--- src/rtl/unp_pkg.sv ---
`default_nettype none
// ----------------------------------------------------------------------------
// unp_pkg
// Shared types and character codes for the unsigned number text parser.
// ----------------------------------------------------------------------------
package unp_pkg;

    localparam logic [7:0] CHAR_NUL   = 8'h00;
    localparam logic [7:0] CHAR_SPACE = 8'h20;
    localparam logic [7:0] CHAR_ZERO  = 8'h30;
    localparam logic [7:0] CHAR_NINE  = 8'h39;
    localparam logic [7:0] CHAR_COMMA = 8'h2C;
    localparam logic [7:0] CHAR_DOT   = 8'h2E;
    localparam logic [7:0] CHAR_LOW_A = 8'h61;
    localparam logic [7:0] CHAR_LOW_F = 8'h66;
    localparam logic [7:0] CHAR_LOW_H = 8'h68;
    localparam logic [7:0] CHAR_LOW_X = 8'h78;
    localparam logic [7:0] CASE_BIT   = 8'h20;
    localparam logic [3:0] HEX_ALPHA_OFFSET = 4'd9;
    localparam logic [1:0] SEEN_MAX   = 2'd3;

    // Parser flags carried from byte to byte
    typedef struct packed {
        logic [1:0] nonblank_seen;
        logic       zero_lead_adjacent;
        logic       prefix_mode;
        logic       decimal_legal;
        logic       hex_legal;
        logic       blank_gap;
        logic       suffix_pending;
    } t_flags;

    localparam t_flags FLAGS_RESET = '{
        nonblank_seen:      2'd0,
        zero_lead_adjacent: 1'b0,
        prefix_mode:        1'b0,
        decimal_legal:      1'b1,
        hex_legal:          1'b1,
        blank_gap:          1'b0,
        suffix_pending:     1'b0
    };

endpackage
`default_nettype wire

--- src/rtl/unsigned_number_text_parser_core.sv ---
`default_nettype none
// ----------------------------------------------------------------------------
// unsigned_number_text_parser_core
// Streaming parser of a NUL-terminated decimal or hexadecimal string.
// ----------------------------------------------------------------------------
// Takes one byte per cycle, back to back, while the result is not stalled, and
// gives one result (ok, value) per NUL byte. The NUL passes the input register
// and loads the result register, which drives the output. Each byte passes
// an input register, one multiply-by-ten add and one shift-add in parallel,
// and updates the parser state; a NUL loads the result register and returns
// the state to its reset values. A stalled result holds every request in the
// input register. An empty input register still takes one request while the
// result register waits, so the stall reaches the input at once when a request
// is already waiting and only once that request is loaded otherwise.
module unsigned_number_text_parser_core #(
    parameter int VALUE_WIDTH = 64
) (
    input  wire logic                   i_clk,
    input  wire logic                   i_rst_n,
    input  wire logic                   i_valid,
    output logic                        o_stall,
    input  wire logic [7:0]             i_character,
    output logic                        o_valid,
    input  wire logic                   i_stall,
    output logic                        o_ok,
    output logic [VALUE_WIDTH-1:0]      o_value
);

    logic                   r_in_valid;
    logic [7:0]             r_char;
    unp_pkg::t_flags        r_flags;
    logic [VALUE_WIDTH-1:0] r_decimal_sum;
    logic [VALUE_WIDTH-1:0] r_hex_sum;
    logic                   r_out_valid;
    logic                   r_ok;
    logic [VALUE_WIDTH-1:0] r_value;

    unp_pkg::t_flags        n_flags;
    logic [VALUE_WIDTH-1:0] n_decimal_sum;
    logic [VALUE_WIDTH-1:0] n_hex_sum;
    logic                   n_ok;
    logic [VALUE_WIDTH-1:0] n_value;

    logic advance;
    logic fire;
    logic is_end;

    unp_step #(
        .VALUE_WIDTH(VALUE_WIDTH)
    ) u_step (
        .i_character   (r_char),
        .i_flags       (r_flags),
        .i_decimal_sum (r_decimal_sum),
        .i_hex_sum     (r_hex_sum),
        .o_flags       (n_flags),
        .o_decimal_sum (n_decimal_sum),
        .o_hex_sum     (n_hex_sum),
        .o_ok          (n_ok),
        .o_value       (n_value)
    );

    assign advance = !(r_out_valid && i_stall);
    assign fire    = r_in_valid && advance;
    assign is_end  = (r_char == unp_pkg::CHAR_NUL);
    assign o_stall = r_in_valid && !advance;

    // input register
    always_ff @(posedge i_clk) begin
        if (!i_rst_n) begin
            r_in_valid <= 1'b0;
        end else if (!o_stall) begin
            r_in_valid <= i_valid;
        end
        if (i_valid && !o_stall) begin
            r_char <= i_character;
        end
    end

    // parser state
    always_ff @(posedge i_clk) begin
        if (!i_rst_n) begin
            r_flags       <= unp_pkg::FLAGS_RESET;
            r_decimal_sum <= '0;
            r_hex_sum     <= '0;
        end else if (fire) begin
            if (is_end) begin
                r_flags       <= unp_pkg::FLAGS_RESET;
                r_decimal_sum <= '0;
                r_hex_sum     <= '0;
            end else begin
                r_flags       <= n_flags;
                r_decimal_sum <= n_decimal_sum;
                r_hex_sum     <= n_hex_sum;
            end
        end
    end

    // result register
    always_ff @(posedge i_clk) begin
        if (!i_rst_n) begin
            r_out_valid <= 1'b0;
        end else if (advance) begin
            r_out_valid <= fire && is_end;
        end
        if (fire && is_end) begin
            r_ok    <= n_ok;
            r_value <= n_value;
        end
    end

    assign o_valid = r_out_valid;
    assign o_ok    = r_ok;
    assign o_value = r_value;

endmodule
`default_nettype wire

--- src/rtl/unp_step.sv ---
`default_nettype none
// ----------------------------------------------------------------------------
// unp_step
// Next-state logic for one byte: flag update, decimal and hex multiply-add,
// and the final verdict taken from the current state on a NUL.
// ----------------------------------------------------------------------------
module unp_step #(
    parameter int VALUE_WIDTH = 64
) (
    input  wire logic [7:0]             i_character,
    input  wire unp_pkg::t_flags        i_flags,
    input  wire logic [VALUE_WIDTH-1:0] i_decimal_sum,
    input  wire logic [VALUE_WIDTH-1:0] i_hex_sum,
    output unp_pkg::t_flags             o_flags,
    output logic [VALUE_WIDTH-1:0]      o_decimal_sum,
    output logic [VALUE_WIDTH-1:0]      o_hex_sum,
    output logic                        o_ok,
    output logic [VALUE_WIDTH-1:0]      o_value
);

    logic [7:0] low;
    logic       is_digit;
    logic       is_hex_alpha;
    logic [3:0] hex_nibble;
    logic [VALUE_WIDTH-1:0] dec_next;
    logic [VALUE_WIDTH-1:0] hex_next;

    assign low          = i_character | unp_pkg::CASE_BIT;
    assign is_digit     = (i_character >= unp_pkg::CHAR_ZERO) &&
                          (i_character <= unp_pkg::CHAR_NINE);
    assign is_hex_alpha = (low >= unp_pkg::CHAR_LOW_A) && (low <= unp_pkg::CHAR_LOW_F);
    assign hex_nibble   = is_digit ? i_character[3:0]
                                   : low[3:0] + unp_pkg::HEX_ALPHA_OFFSET;

    // times ten as shift-and-add
    assign dec_next = (i_decimal_sum << 3) + (i_decimal_sum << 1)
                    + VALUE_WIDTH'(i_character[3:0]);
    assign hex_next = (i_hex_sum << 4) + VALUE_WIDTH'(hex_nibble);

    always_comb begin
        o_flags       = i_flags;
        o_decimal_sum = i_decimal_sum;
        o_hex_sum     = i_hex_sum;

        if (i_character <= unp_pkg::CHAR_SPACE) begin
            o_flags.zero_lead_adjacent = 1'b0;
            if (i_flags.nonblank_seen != 2'd0) begin
                o_flags.blank_gap = 1'b1;
            end
        end else begin
            if (i_flags.blank_gap || i_flags.suffix_pending) begin
                o_flags.hex_legal = 1'b0;
            end
            o_flags.suffix_pending = 1'b0;

            if (is_digit) begin
                o_decimal_sum = dec_next;
            end else if (i_character != unp_pkg::CHAR_COMMA &&
                         i_character != unp_pkg::CHAR_DOT) begin
                o_flags.decimal_legal = 1'b0;
            end

            priority if (i_flags.zero_lead_adjacent && low == unp_pkg::CHAR_LOW_X) begin
                o_flags.prefix_mode = 1'b1;
            end else if (i_character == unp_pkg::CHAR_LOW_H && !i_flags.prefix_mode) begin
                o_flags.suffix_pending = 1'b1;
            end else if (is_digit || is_hex_alpha) begin
                o_hex_sum = hex_next;
            end else begin
                o_flags.hex_legal = 1'b0;
            end

            o_flags.zero_lead_adjacent = (i_flags.nonblank_seen == 2'd0) &&
                                         (i_character == unp_pkg::CHAR_ZERO);
            if (i_flags.nonblank_seen != unp_pkg::SEEN_MAX) begin
                o_flags.nonblank_seen = i_flags.nonblank_seen + 2'd1;
            end
            o_flags.blank_gap = 1'b0;
        end
    end

    // Verdict on the string so far, used when the byte is a NUL
    always_comb begin
        logic ok;
        logic [VALUE_WIDTH-1:0] val;
        priority if (i_flags.nonblank_seen == 2'd0) begin
            ok  = 1'b0;
            val = '0;
        end else if (i_flags.prefix_mode) begin
            ok  = i_flags.hex_legal && (i_flags.nonblank_seen == unp_pkg::SEEN_MAX);
            val = i_hex_sum;
        end else if (i_flags.suffix_pending) begin
            ok  = i_flags.hex_legal && (i_flags.nonblank_seen >= 2'd2);
            val = i_hex_sum;
        end else begin
            ok  = i_flags.decimal_legal;
            val = i_decimal_sum;
        end
        o_ok    = ok;
        o_value = ok ? val : '0;
    end

endmodule
`default_nettype wire
--- config.mk ---
export PLATFORM = sky130hd
export DESIGN_NAME = unsigned_number_text_parser_core
export DESIGN_NICKNAME = d
export VERILOG_FILES = /design/src/rtl/unp_pkg.sv /design/src/rtl/unsigned_number_text_parser_core.sv /design/src/rtl/unp_step.sv
export SDC_FILE = /design/constraint.sdc
export NUM_CORES = 1
export LEC_CHECK = 0
export BUFFER_PORTS_ARGS = -buffer_cell sky130_fd_sc_hd__buf_2
export CORE_ASPECT_RATIO = 1.5
export CORE_MARGIN = 5
export CORE_UTILIZATION = 45
export DETAILED_ROUTE_END_ITERATION = 7
export HOLD_SLACK_MARGIN = 0.15
export MAX_ROUTING_LAYER = met4
export PLACE_DENSITY = 0.59
export SYNTH_ARGS = -nofsm -noshare
export SYNTH_HDL_FRONTEND = slang
export SYNTH_SLANG_ARGS = --single-unit
--- constraint.sdc ---
create_clock -name i_clk -period 10.35 [get_ports i_clk]
set_input_delay 1.5525 -clock i_clk [delete_from_list [all_inputs] [get_ports i_clk]]
set_output_delay 1.5525 -clock i_clk [all_outputs]
set_load 0.05 [all_outputs]
==> qor_table.md, run 1 <==
| Quantity | Value |
|:---|:---|
| Run status | completed |
| Worst Setup Path Type | flop to flop |
| Number of global-route vias before repair | 11184 |
| TritonCTS clock tree | yes |
| Critical-path top delay cell | fa_1 |
| Count of instances resized after the clock tree is built | 0 |
| Number of cells produced by synthesis | 1567 |
| Initial Utilization | 45.2% |
| Count of H-tree levels built during CTS | 1 |
| Number of warnings issued by yosys | 0 |
| Synth Register Bits | 211 |
| Overall Global Routing Usage | 22.2% |
| Routed length per instance | 18.2 µm |
| Maximum resistive drop on vdd | 0.0960 mV |
| Post-CTS Repair Setup Buffers | 0 |
| Buffer levels on the longest clock path | 3 |
| Clock tree sinks | 211 |
| Clock slew at the register clock pins of the worst setup and hold paths | 0.06 ns |
| Fraction of final layout cells with drive strength greater than 1 | 9.65% |
| Transition time of the tightest slew-check pin | 1.20 ns |
| Count of pins over their slew limit | 0 |
| First-pass GRT wire length | 57600 µm |
| Die span in y | 217 µm |
| Leakage Power | 0.00568 µW |
| Top achievable clock speed | 251 MHz |
| Summed negative setup slack over all endpoints | 0 ns |
| Total I/O pin count | 79 |
| DRC violation count after routing | 0 |
| Total vias in the final route | 11224 |
| Num CTS Buffers | 22 |
| Row cnt | 76 |
| Drt pass-1 iters | 5 |
| # diodes | 0 |
| Overall die area | 32200 µm² |
| Power per unit of standard cell area | 120 nW/µm² |
| Max incr delay on CP | 0.55 ns |
| Post-DP HPWL | 25100 µm |
| Gpl congestion | 0.931 |
| Number of fillers in the final layout | 2765 |
| CORE AREA | 28500 µm² |
| Area of the mapped netlist | 12900 µm² |
| Setup repair after global routing missed its margin | no |
| Area added between synthesis and finish | 9.79% |
| Arr. time, crit path | 4.43 ns |
| Share of the clock period used by the worst path after layout | 38.5% |
| Pin count of the biggest net entering global routing | 103 |
| Fin. Hold Viols | 0 |
| Clock root buffer | clkbuf_16 |
| Synth Net Count | 1710 |
| Proportion of synthesized chip area in sequential cells | 38.4% |
| # setup viols final | 0 |
| Worst Hold Class | flop to flop |
| Post-detailed-routing wire length | 35400 µm |
| Clock skew | 0.0156 ns |
| Worst reg-to-reg path cell count | 13 |
| Count of unique library cells instantiated by Yosys | 69 |
| Most used flip-flop cell after synthesis | dfxtp_1 |
| Max Cap Viol | 0 |
| Post-synth ARST share | 0% |
| Count of hold buffers inserted by post-cts repair | 0 |
| Sort of element at the start of the critical path | flop |
| Antenna violations before repair | 0 |
| Die Wd | 148 µm |
| Insertion delay of the later-clocked pin in the worst-skew pair | 0.54 ns |
| Number of enable-type register cells in the synthesized netlist | 73 |
| DR iter-0 viols | 708 |
| Mean area per synthesized cell | 8.23 µm² |
| Hold path cells | 2 |
| DR vias/cell | 5.76 |
| Count of nets left with antenna violations after detail routing | 0 |
| Fin util | 49.6% |
| Number of buffer cells added on primary ports | 78 |
| Critical path data required time | 10.80 ns |
| Worst slew margin relative to its limit | 20.2% |
| Post-route minimum period | 3.98 ns |
| Critical Path End Type | flop |
| Critical-path cell list | inv_1 > fa_1 > inv_1 > ha_1 > a211oi_2 > o21ai_4 > a41oi_1 > a21oi_1 > o41a_2 > a41oi_2 > or3_1 > a21oi_1 > o31ai_2 |
| Worst hold slack across all endpoints | 0.462 ns |
| Residual overflow from global routing | 0 |
| Count of nets after finishing | 1723 |
| Critical-path maximum fanout | 6 |
## worst paths after layout
kind / startpoint / end / slack [ns]
setup / recovery: r_char[3] / r_decimal_sum[63] / 6.37
hold / removal: r_hex_sum[33] / r_hex_sum[37] / 0.46
setup reg to reg: r_char[3] / r_decimal_sum[63] / 6.37
hold reg to reg: r_hex_sum[33] / r_hex_sum[37] / 0.46
## cell usage in the layout (no fill, tap or decap), drive strengths merged, types with 10 or more instances in the layout
cell type / instances
nor2: 65
buf: 90
o21ai: 72
a21oi: 242
nand4: 25
o21bai: 16
clkbuf: 30
a31oi: 16
nand3: 109
nand2b: 10
xnor2: 32
nor4: 12
nand2: 320
edfxtp: 73
nor3: 23
dfxtp: 138
xor2: 25
a21o: 21
ha: 129
inv: 32
## worst max-delay path: cells and delay by family, from the launching register on
family	cells	cell delay, ns
AOI/OAI and AO/OA	8	2.16
adders and majority gates	2	0.86
DFF	1	0.46
and+or+nand+nor	1	0.21
buffers and inverters	2	0.20
## cells by family after synthesis
family,share of synthesized area (%)
buf+inv,3.97
flops,38.4
mux,0.466
simple gates,20.4
compound gates,20.1
fa+ha+maj,12.8
xor+xnor,3.87
## layout make-up
cell class / count / area (µm²) / area share, %
sequential: 211 / 4950 / 35.0
inverter: 32 / 121 / 0.857
tap: 351 / 439 / 3.10
clock inverter: 10 / 93.8 / 0.663
timing repair buffer: 90 / 480 / 3.39
multi-input combinational: 1223 / 7460 / 52.7
clock buffer: 30 / 612 / 4.32
## synth_stat cells (3+ instances only)
master       n  area [µm²]
and2_1       7        43.8
mux2i_1      6        60.1
nand3_1    109         546
inv_1       32         120
o21a_1       9        67.6
nand4_1     25         156
a21oi_1    241        1210
or2_2        7        43.8
o31ai_1      3        22.5
o211ai_1     3        22.5
o21ai_1      3        15.0
nand2b_1    10        62.6
buf_2       10        50.1
xor2_1      25         219
ha_1       129        1610
and3_1       5        31.3
a211o_1      3        26.3
clkbuf_1    78         293
edfxtp_1    73        2190
a221o_1      4        40.0
a211oi_1     6        45.0
a21o_1      21         158
o221ai_1     4        35.0
a31oi_1     16         100
o2111ai_1    3        26.3
or3_1        6        37.5
xnor2_1     32         280
o21bai_1    16         120
o21ai_0     67         335
nor3_1      22         110
nor2_1      65         244
nand2_1    320        1200
nand3b_1     3        22.5
dfxtp_1    138        2760
nor4_1      12        75.1
buf_1       13        48.8
## flip-flops by register name, summed over array words and instances, names as in the netlist
| name | flops |
|---|---|
| r_hex_sum | 64 |
| r_in_valid | 1 |
| r_decimal_sum | 64 |
| r_flags | 8 |
| r_char | 8 |
| o_value | 64 |
| o_ok | 1 |
| o_valid | 1 |
## stage by stage
| step | total power, µW | std cells | setup slack (ns) | cell area, µm² |
|---|---|---|---|---|
| 2_1_floorplan | 911 | 1567 | 6.17 | 12900 |
| 3_3_place_gp | 928 | 1907 | 6.48 | 13500 |
| 3_5_place_dp | 928 | 1907 | 6.43 | 13500 |
| 4_1_cts | 1720 | 1947 | 6.40 | 14200 |
| 5_1_grt | 1760 | 1947 | 6.15 | 14200 |
| 6_report | 1700 | 1947 | 6.37 | 14200 |
## where the power goes
part	total (µW)	switching [µW]	internal (µW)
combinational	47.5	36.5	11.0
clock	793	350	443
sequential	862	5.23	857
## routing by layer
layer | global-route usage (%) | wire length (µm)
met1 | 25.9 | 14900
met2 | 39.9 | 18300
met3 | 2.08 | 1220
met4 | 7.46 | 979
met5 | - | 0
Power figures use the tool's default switching activity.
==> inputs of run 2 (changes only) <==
--- a/config.mk
+++ b/config.mk
@@ -5,6 +5,7 @@
 export SDC_FILE = /design/constraint.sdc
 export NUM_CORES = 1
 export LEC_CHECK = 0
+export ABC_AREA = 1
 export BUFFER_PORTS_ARGS = -buffer_cell sky130_fd_sc_hd__buf_2
 export CORE_ASPECT_RATIO = 1.5
 export CORE_MARGIN = 5
==> constraint.sdc (replaced) <==
create_clock -name i_clk -period 3.68 [get_ports i_clk]
set_input_delay 0.552 -clock i_clk [delete_from_list [all_inputs] [get_ports i_clk]]
set_output_delay 0.552 -clock i_clk [all_outputs]
set_load 0.05 [all_outputs]
==> qor_table.md, run 2 <==
| Quantity | Value | Change |
|:---|:---|:---|
| Run status | completed |  |
| Sort of element at the start of the critical path | flop |  |
| Post-detailed-routing wire length | 51700 µm | +46% |
| Critical register-to-register path endpoint | r_decimal_sum[58] |  |
| Total length of routed met2 wires | 26500 µm | +45% |
| Insertion delay of the later-clocked pin in the worst-skew pair | 0.55 ns | about the same |
| Fraction of final layout cells with drive strength greater than 1 | 6.72% | -2.9 points |
| DR iter-0 viols | 888 | +25% |
| Commonest non-fill, non-tap cells in the layout | nand2_1, inv_1, a21oi_1 |  |
| Post-route non-filler standard cell count | 2702 | +39% |
| Area of the mapped netlist | 14600 µm² | +13% |
| Setup repair after global routing missed its margin | no |  |
| Drt pass-1 iters | 5 | unchanged |
| Placed instance count | 2660 | +39% |
| Number of enable-type register cells in the synthesized netlist | 73 | unchanged |
| Total length of routed met3 wires | 1820 µm | +50% |
| Most used flip-flop cell after synthesis | dfxtp_1 |  |
| Max incr delay on CP | 0.57 ns | +0.02 ns |
| Number of global-route vias before repair | 13921 | +24% |
| Leakage Power | 0.00796 µW | +40% |
| Xor-xnor portion of the synthesized cell area | 0.722% | -3.1 points |
| Worst Hold Class | input port to flop |  |
| Hold path start | i_character[6] |  |
| Post-CTS Repair Setup Buffers | 0 | unchanged |
| Initial Utilization | 45.6% | +0.40 points |
| Count of H-tree levels built during CTS | 1 | unchanged |
| Critical Path Sink | r_decimal_sum[58] |  |
| Proportion of synthesized chip area in sequential cells | 34.0% | -4.4 points |
| Critical-path cell list | inv_1 > fa_1 > inv_1 > fa_1 > nand3_1 > nand3_1 > nand2_1 > nand2_1 > nand3_1 > nand3_1 > nand2_1 > nand2_1 > nand2_1 > nand3_1 > a21oi_1 |  |
| Combinational group share of total power | 3.7% | +0.9 points |
| Critical-path maximum fanout | 6 | unchanged |
| Clock tree sinks | 211 | unchanged |
| Metal1 wirelength | 19100 µm | +28% |
| Post-layout power | 4920 µW | +190% |
| Routed length per instance | 19.1 µm | +5.2% |
| Synth cell count leaders | nand2_1, inv_1, a21oi_1 |  |
| Worst reg2reg startpoint | r_char[3] |  |
| Residual overflow from global routing | 0 | unchanged |
| Number of cells produced by synthesis | 2220 | +42% |
| Clock slew at the register clock pins of the worst setup and hold paths | 0.06 ns | about the same |
| Compound-Gate Fraction of Synth Area | 13.2% | -6.9 points |
| Switching portion of total power | 24.7% | +1.7 points |
| Most frequent standard cell in the layout excluding fill and tap cells | nand2_1 |  |
| First-pass GRT wire length | 77800 µm | +35% |
| Buffer levels on the longest clock path | 3 | unchanged |
| Fin util | 50.3% | +0.67 points |
| Antenna violations before repair | 0 | unchanged |
| Worst Setup Path Type | flop to flop |  |
| Critical path data required time | 4.15 ns | -6.65 ns |
| Number of warnings issued by yosys | 0 | unchanged |
| DRC violation count after routing | 0 | unchanged |
| Synth Register Bits | 211 | unchanged |
| Clock skew | 0.0177 ns | +0.00212 ns |
| Clock root buffer | clkbuf_16 |  |
| DR vias/cell | 5.27 | -8.5% |
| Post-synthesis mux area share | 0% | -0.47 points |
| Total vias in the final route | 14251 | +27% |
| Count of nets left with antenna violations after detail routing | 0 | unchanged |
| Max Cap Viol | 0 | unchanged |
| Post-synth ARST share | 0% | unchanged |
| Worst reg-to-reg path cell count | 15 | +2 |
| Count of unique library cells instantiated by Yosys | 36 | -48% |
| Num CTS Buffers | 23 | +4.5% |
| Dominant combinational cell family by area after synthesis | simple AND/OR/NAND/NOR gates |  |
| Transition time of the tightest slew-check pin | 1.20 ns | -0.000715 ns |
| Count of nets after finishing | 2418 | +40% |
| Worst slew margin relative to its limit | 20.0% | -0.14 points |
| Top achievable clock speed | 308 MHz | +23% |
| TritonCTS clock tree | yes |  |
| Post-Synth Adder-Cell Area | 11.4% | -1.5 points |
| Clock network fraction of total power | 47.0% | +0.4 points |
| Power per unit of standard cell area | 306 nW/µm² | +150% |
| Top layer reached by signal wires | met4 |  |
| Cell type with the largest total area after synthesis | nand2_1 |  |
| Overall die area | 36100 µm² | +12% |
| R2R setup slack | 0.43 ns | -5.94 ns |
| Power Internal | 3700 µW | +180% |
| Yosys top cell area share | 21.6% | +0.23 points |
| Die Wd | 157 µm | +5.8% |
| Count of instances resized after the clock tree is built | 0 | unchanged |
| Total I/O pin count | 79 | unchanged |
| Post-DP HPWL | 39500 µm | +57% |
| CORE AREA | 31900 µm² | +12% |
| Count of hold buffers inserted by post-cts repair | 0 | unchanged |
| Top cells by area in the synthesized netlist | nand2_1, dfxtp_1, edfxtp_1 |  |
| Start point of the critical path | r_char[3] |  |
| Pin count of the biggest net entering global routing | 70 | -32% |
| Most frequent cell after synthesis | nand2_1 |  |
| Critical-path top delay cell | fa_1 |  |
| Arr. time, crit path | 3.72 ns | -0.71 ns |
| Post-route minimum period | 3.25 ns | -0.735 ns |
| Power share of the sequential group | 49.3% | -1.3 points |
| # diodes | 0 | unchanged |
| Gpl congestion | 1.02 | +9.6% |
| Die span in y | 230 µm | +6.0% |
| Share of the clock period used by the worst path after layout | 88.2% | +50 points |
| Number of buffer cells added on primary ports | 78 | unchanged |
| Overall Global Routing Usage | 28.7% | +6.4 points |
| # setup viols final | 0 | unchanged |
| Maximum resistive drop on vdd | 0.301 mV | +210% |
| Mean area per synthesized cell | 6.56 µm² | -20% |
| Worst hold slack across all endpoints | 0.181 ns | -0.282 ns |
| Area added between synthesis and finish | 10.3% |  |
| Count of pins over their slew limit | 0 | unchanged |
| Synth Net Count | 2363 | +38% |
| Simple logic cell fraction of the synthesized area | 30.1% | +9.7 points |
| Row cnt | 80 | +5.3% |
| Fin. Hold Viols | 0 | unchanged |
| Power spent charging and discharging nets | 1220 µW | +210% |
| Summed negative setup slack over all endpoints | 0 ns | unchanged |
| Critical Path End Type | flop |  |
run 2: changes by cell type in the layout (fill, tap and decap cells not counted), sizes merged, moves of 13 or more:
cell,previous run,this run
xor2,25,12
inv,32,327
a21o,21,0
nand2,320,843
o21ai,72,99
a31oi,16,0
xnor2,32,0
nand3,109,95
a21oi,242,266
nor2,65,120
nand4,25,8
run 2: worst max-delay path, delay by kind of cell, from the launching register on:
kind	cells	cell delay [ns]
simple gates	10	1.25
buf+inv	2	0.24
flops	1	0.45
compound gates	1	0.16
fa+ha+maj	2	1.06
run 2: cells by family (layout without fill, tap and decap cells):
group,Yosys count,count (layout)
and+or+nand+nor,1100,1100
buffers and inverters,390,462
AOI/OAI and AO/OA,376,376
DFF,211,211
adders and majority gates,131,131
xor gates and xnor gates,12,12
run 2: power groups by stage:
| stage | Combinational [µW] | Sequential, µW | Clock [µW] |
|---|---|---|---|
| floorplan | 117 | 2470 | 0 |
| global placement | 178 | 2480 | 0 |
| detailed placement | 180 | 2480 | 0 |
| CTS | 180 | 2430 | 2350 |
| global route | 196 | 2430 | 2440 |
| finish | 180 | 2430 | 2310 |
run 2: metal layers:
layer  GRT usage (%)  up-vias
li1                -     7187
met1            30.4     6523
met2            50.7      383
met3            2.04      158
met4            18.9        0
met5               -        -
run 2: area by class of cell:
cell class	count	area [µm²]
Fill cell	3275	15900
Multi-Input combinational cell	1619	8090
Sequential cell	211	4960
Inverter	325	1220
Clock buffer	26	597
Timing Repair Buffer	95	556
Tap cell	410	513
Clock inverter	16	131
run 2: how the worst min path moves through the flow:
stage	endpoint	slack (ns)	depth (start not counted)
after floorplan	r_flags[3]	0.42	2
after global placement	r_flags[3]	0.43	2
after detailed placement	r_hex_sum[62]	0.45	2
after CTS	r_char[5]	0.16	1
after global routing	r_char[5]	0.17	1
final	r_char[6]	0.18	1
run 2: per-stage QoR:
| stage | worst slack, ns | area [µm²] |
|---|---|---|
| 2_1_floorplan | 0.797 | 14600 |
| 4_1_cts | 0.449 | 16100 |
| 5_1_grt | 0.190 | 16100 |
| 3_3_place_gp | 0.543 | 15300 |
| 6_report | 0.435 | 16100 |
| 3_5_place_dp | 0.495 | 15300 |
==> inputs of run 3 (changes only) <==
--- a/config.mk
+++ b/config.mk
@@ -9,11 +9,11 @@
 export BUFFER_PORTS_ARGS = -buffer_cell sky130_fd_sc_hd__buf_2
 export CORE_ASPECT_RATIO = 1.5
 export CORE_MARGIN = 5
-export CORE_UTILIZATION = 45
+export CORE_UTILIZATION = 60
 export DETAILED_ROUTE_END_ITERATION = 7
 export HOLD_SLACK_MARGIN = 0.15
 export MAX_ROUTING_LAYER = met4
-export PLACE_DENSITY = 0.59
+export PLACE_DENSITY = 0.75
 export SYNTH_ARGS = -nofsm -noshare
 export SYNTH_HDL_FRONTEND = slang
 export SYNTH_SLANG_ARGS = --single-unit
==> qor_table.md, run 3 (synthesis results as in run 2) <==
| Quantity | Value | Change |
|:---|:---|:---|
| Leakage Power | 0.00796 µW | about the same |
| Number of global-route vias before repair | 13820 | -0.73% |
| Most frequent standard cell in the layout excluding fill and tap cells | nand2_1 |  |
| Switching portion of total power | 23.2% | -1.5 points |
| Power per unit of standard cell area | 311 nW/µm² | +1.6% |
| Count of nets after finishing | 2416 | -0.083% |
| DRC violation count after routing | 0 | unchanged |
| Reg area | 4960 µm² | unchanged |
| Post-CTS Repair Setup Buffers | 0 | unchanged |
| Clock slew at the register clock pins of the worst setup and hold paths | 0.06 ns | about the same |
| DR iter-0 viols | 931 | +4.8% |
| Total vias in the final route | 14518 | +1.9% |
| Max Cap Viol | 0 | unchanged |
| Overall die area | 27600 µm² | -24% |
| Buffer levels on the longest clock path | 3 | unchanged |
| Post-DP HPWL | 37200 µm | -5.8% |
| Worst slew margin relative to its limit | 37.1% | +17 points |
| Num CTS Buffers | 22 | -4.3% |
| Die span in y | 201 µm | -13% |
| Fin. Hold Viols | 0 | unchanged |
| Fin util | 67.0% | +17 points |
| Number of buffer cells added on primary ports | 78 | unchanged |
| Number of fillers in the final layout | 2173 | -34% |
| Gpl congestion | 1.07 | +4.5% |
| Count of instances resized after the clock tree is built | 0 | unchanged |
| Drt pass-1 iters | 6 | +1 |
| Sort of element at the start of the critical path | flop |  |
| Critical-path cell list | inv_1 > fa_1 > inv_1 > ha_1 > nand3_1 > nand3_1 > nand2_1 > nand2_1 > nand2_1 > a21boi_0 > o21ai_0 > nand3_1 > a21oi_1 |  |
| DR vias/cell | 5.56 | +5.5% |
| Area of all placed cells without fillers | 16000 µm² | -0.65% |
| Worst reg-to-reg path cell count | 13 | -2 |
| Critical Path End Type | flop |  |
| Critical-path top delay cell | fa_1 |  |
| TritonCTS clock tree | yes |  |
| Critical register-to-register path endpoint | r_decimal_sum[33] |  |
| Fraction of final layout cells with drive strength greater than 1 | 6.51% | -0.21 points |
| Initial Utilization | 61.1% | +16 points |
| Final Worst Setup Slack | 0.632 ns | +0.198 ns |
| Critical-path maximum fanout | 6 | unchanged |
| Combinational group share of total power | 3.5% | -0.2 points |
| # setup viols final | 0 | unchanged |
| Power spent charging and discharging nets | 1150 µW | -5.3% |
| Worst reg2reg startpoint | r_char[3] |  |
| Antenna violations before repair | 1 | +1 |
| Post-route non-filler standard cell count | 2609 | -3.4% |
| Number of cells on the critical path | 13 | -2 |
| Clock root buffer | clkbuf_16 |  |
| Clock skew | 0.0178 ns | +0.0000987 ns |
| Count of nets left with antenna violations after detail routing | 0 | unchanged |
| Top achievable clock speed | 328 MHz | +6.5% |
| Pin count of the biggest net entering global routing | 79 | +13% |
| Start point of the critical path | r_char[3] |  |
| Arr. time, crit path | 3.42 ns | -0.30 ns |
| Clock tree sinks | 211 | unchanged |
| Clock network fraction of total power | 47.6% | +0.6 points |
| Worst Setup Path Type | flop to flop |  |
| Row cnt | 69 | -14% |
| Area added between synthesis and finish | 9.58% |  |
| Worst Hold Class | input port to flop |  |
| Maximum resistive drop on vdd | 0.450 mV | +50% |
| Routed length per instance | 18.4 µm | -4.0% |
| Share of the clock period used by the worst path after layout | 82.8% | -5.4 points |
| Total buffers and inverters traversed by the critical path | 2 | unchanged |
| Critical Path Sink | r_decimal_sum[33] |  |
| Critical path data required time | 4.05 ns | -0.10 ns |
| Overall Global Routing Usage | 35.4% | +6.7 points |
| Setup repair after global routing missed its margin | no |  |
| Commonest non-fill, non-tap cells in the layout | nand2_1, inv_1, a21oi_1 |  |
| Category of cells accounting for the largest share of critical-path delay | adder cells |  |
| Placed instance count | 2568 | -3.5% |
| Count of H-tree levels built during CTS | 1 | unchanged |
| Count of pins over their slew limit | 0 | unchanged |
| Summed negative setup slack over all endpoints | 0 ns | unchanged |
| Power Internal | 3810 µW | +3.0% |
| Residual overflow from global routing | 0 | unchanged |
| Worst slack, placed | 0.670 ns | +0.175 ns |
| Power share of the sequential group | 48.9% | -0.4 points |
| First-pass GRT wire length | 73500 µm | -5.5% |
| R2R setup slack | 0.63 ns | +0.20 ns |
| Hold path cells | 1 | unchanged |
| Post-route minimum period | 3.05 ns | -0.198 ns |
| Count of hold buffers inserted by post-cts repair | 0 | unchanged |
| Max incr delay on CP | 0.57 ns | about the same |
| Area of placed instances | 15200 µm² | -0.80% |
| Run status | completed |  |
| Area of the multi-input gates | 8090 µm² | unchanged |
| Die Wd | 137 µm | -13% |
| Insertion delay of the later-clocked pin in the worst-skew pair | 0.54 ns | about the same |
| CORE AREA | 23800 µm² | -25% |
| Total I/O pin count | 79 | unchanged |
| Post-detailed-routing wire length | 47900 µm | -7.3% |
| Transition time of the tightest slew-check pin | 0.943 ns | -0.253 ns |
-- run 3: cell types whose count changed in the layout (fill, tap and decap cells not counted), sizes merged --
cell	before	now
inv	327	325
buf	95	94
clkinvlp	3	2
diode	0	1
clkinv	10	6
clkbuf	26	29
bufinv	1	3
-- run 3: area by class of cell --
class                      count  share of cell area (%)
multi-input combinational   1619                    50.7
sequential                   211                    31.1
inverter                     325                    7.65
clock buffer                  29                    3.74
timing repair buffer          94                    3.43
tap                          319                    2.50
clock inverter                11                   0.925
antenna                        1                  0.0157
-- run 3: routing by layer --
layer | vias up | track usage [%] | wire, µm
li1 | 7187 | - | -
met3 | 243 | 4.69 | 2500
met2 | 564 | 59.7 | 23900
met4 | 0 | 31.7 | 5530
met1 | 6524 | 34.5 | 16000
met5 | - | - | 0
-- run 3: through the flow --
step,total power (µW),hold slack [ns]
final,4960,0.197
after global routing,5100,0.193
after CTS,4980,0.185
after detailed placement,2650,0.446
after global placement,2650,0.434
after floorplan,2590,0.420
-- run 3: power by group through the flow --
| stage | sequential [µW] | clock [µW] | combinational, µW |
|---|---|---|---|
| after global routing | 2430 | 2480 | 191 |
| after detailed placement | 2480 | 0 | 172 |
| after floorplan | 2470 | 0 | 117 |
| final | 2430 | 2360 | 176 |
| after CTS | 2430 | 2390 | 173 |
| after global placement | 2480 | 0 | 171 |
-- run 3: worst min-delay path by stage --
stage                        start          to  slack [ns]
floorplan               r_flags[3]  r_flags[3]        0.42
global placement        r_flags[3]  r_flags[3]        0.43
detailed placement      r_flags[3]  r_flags[3]        0.45
CTS                 i_character[4]   r_char[4]        0.18
global route        i_character[4]   r_char[4]        0.19
finish              i_character[6]   r_char[6]        0.20
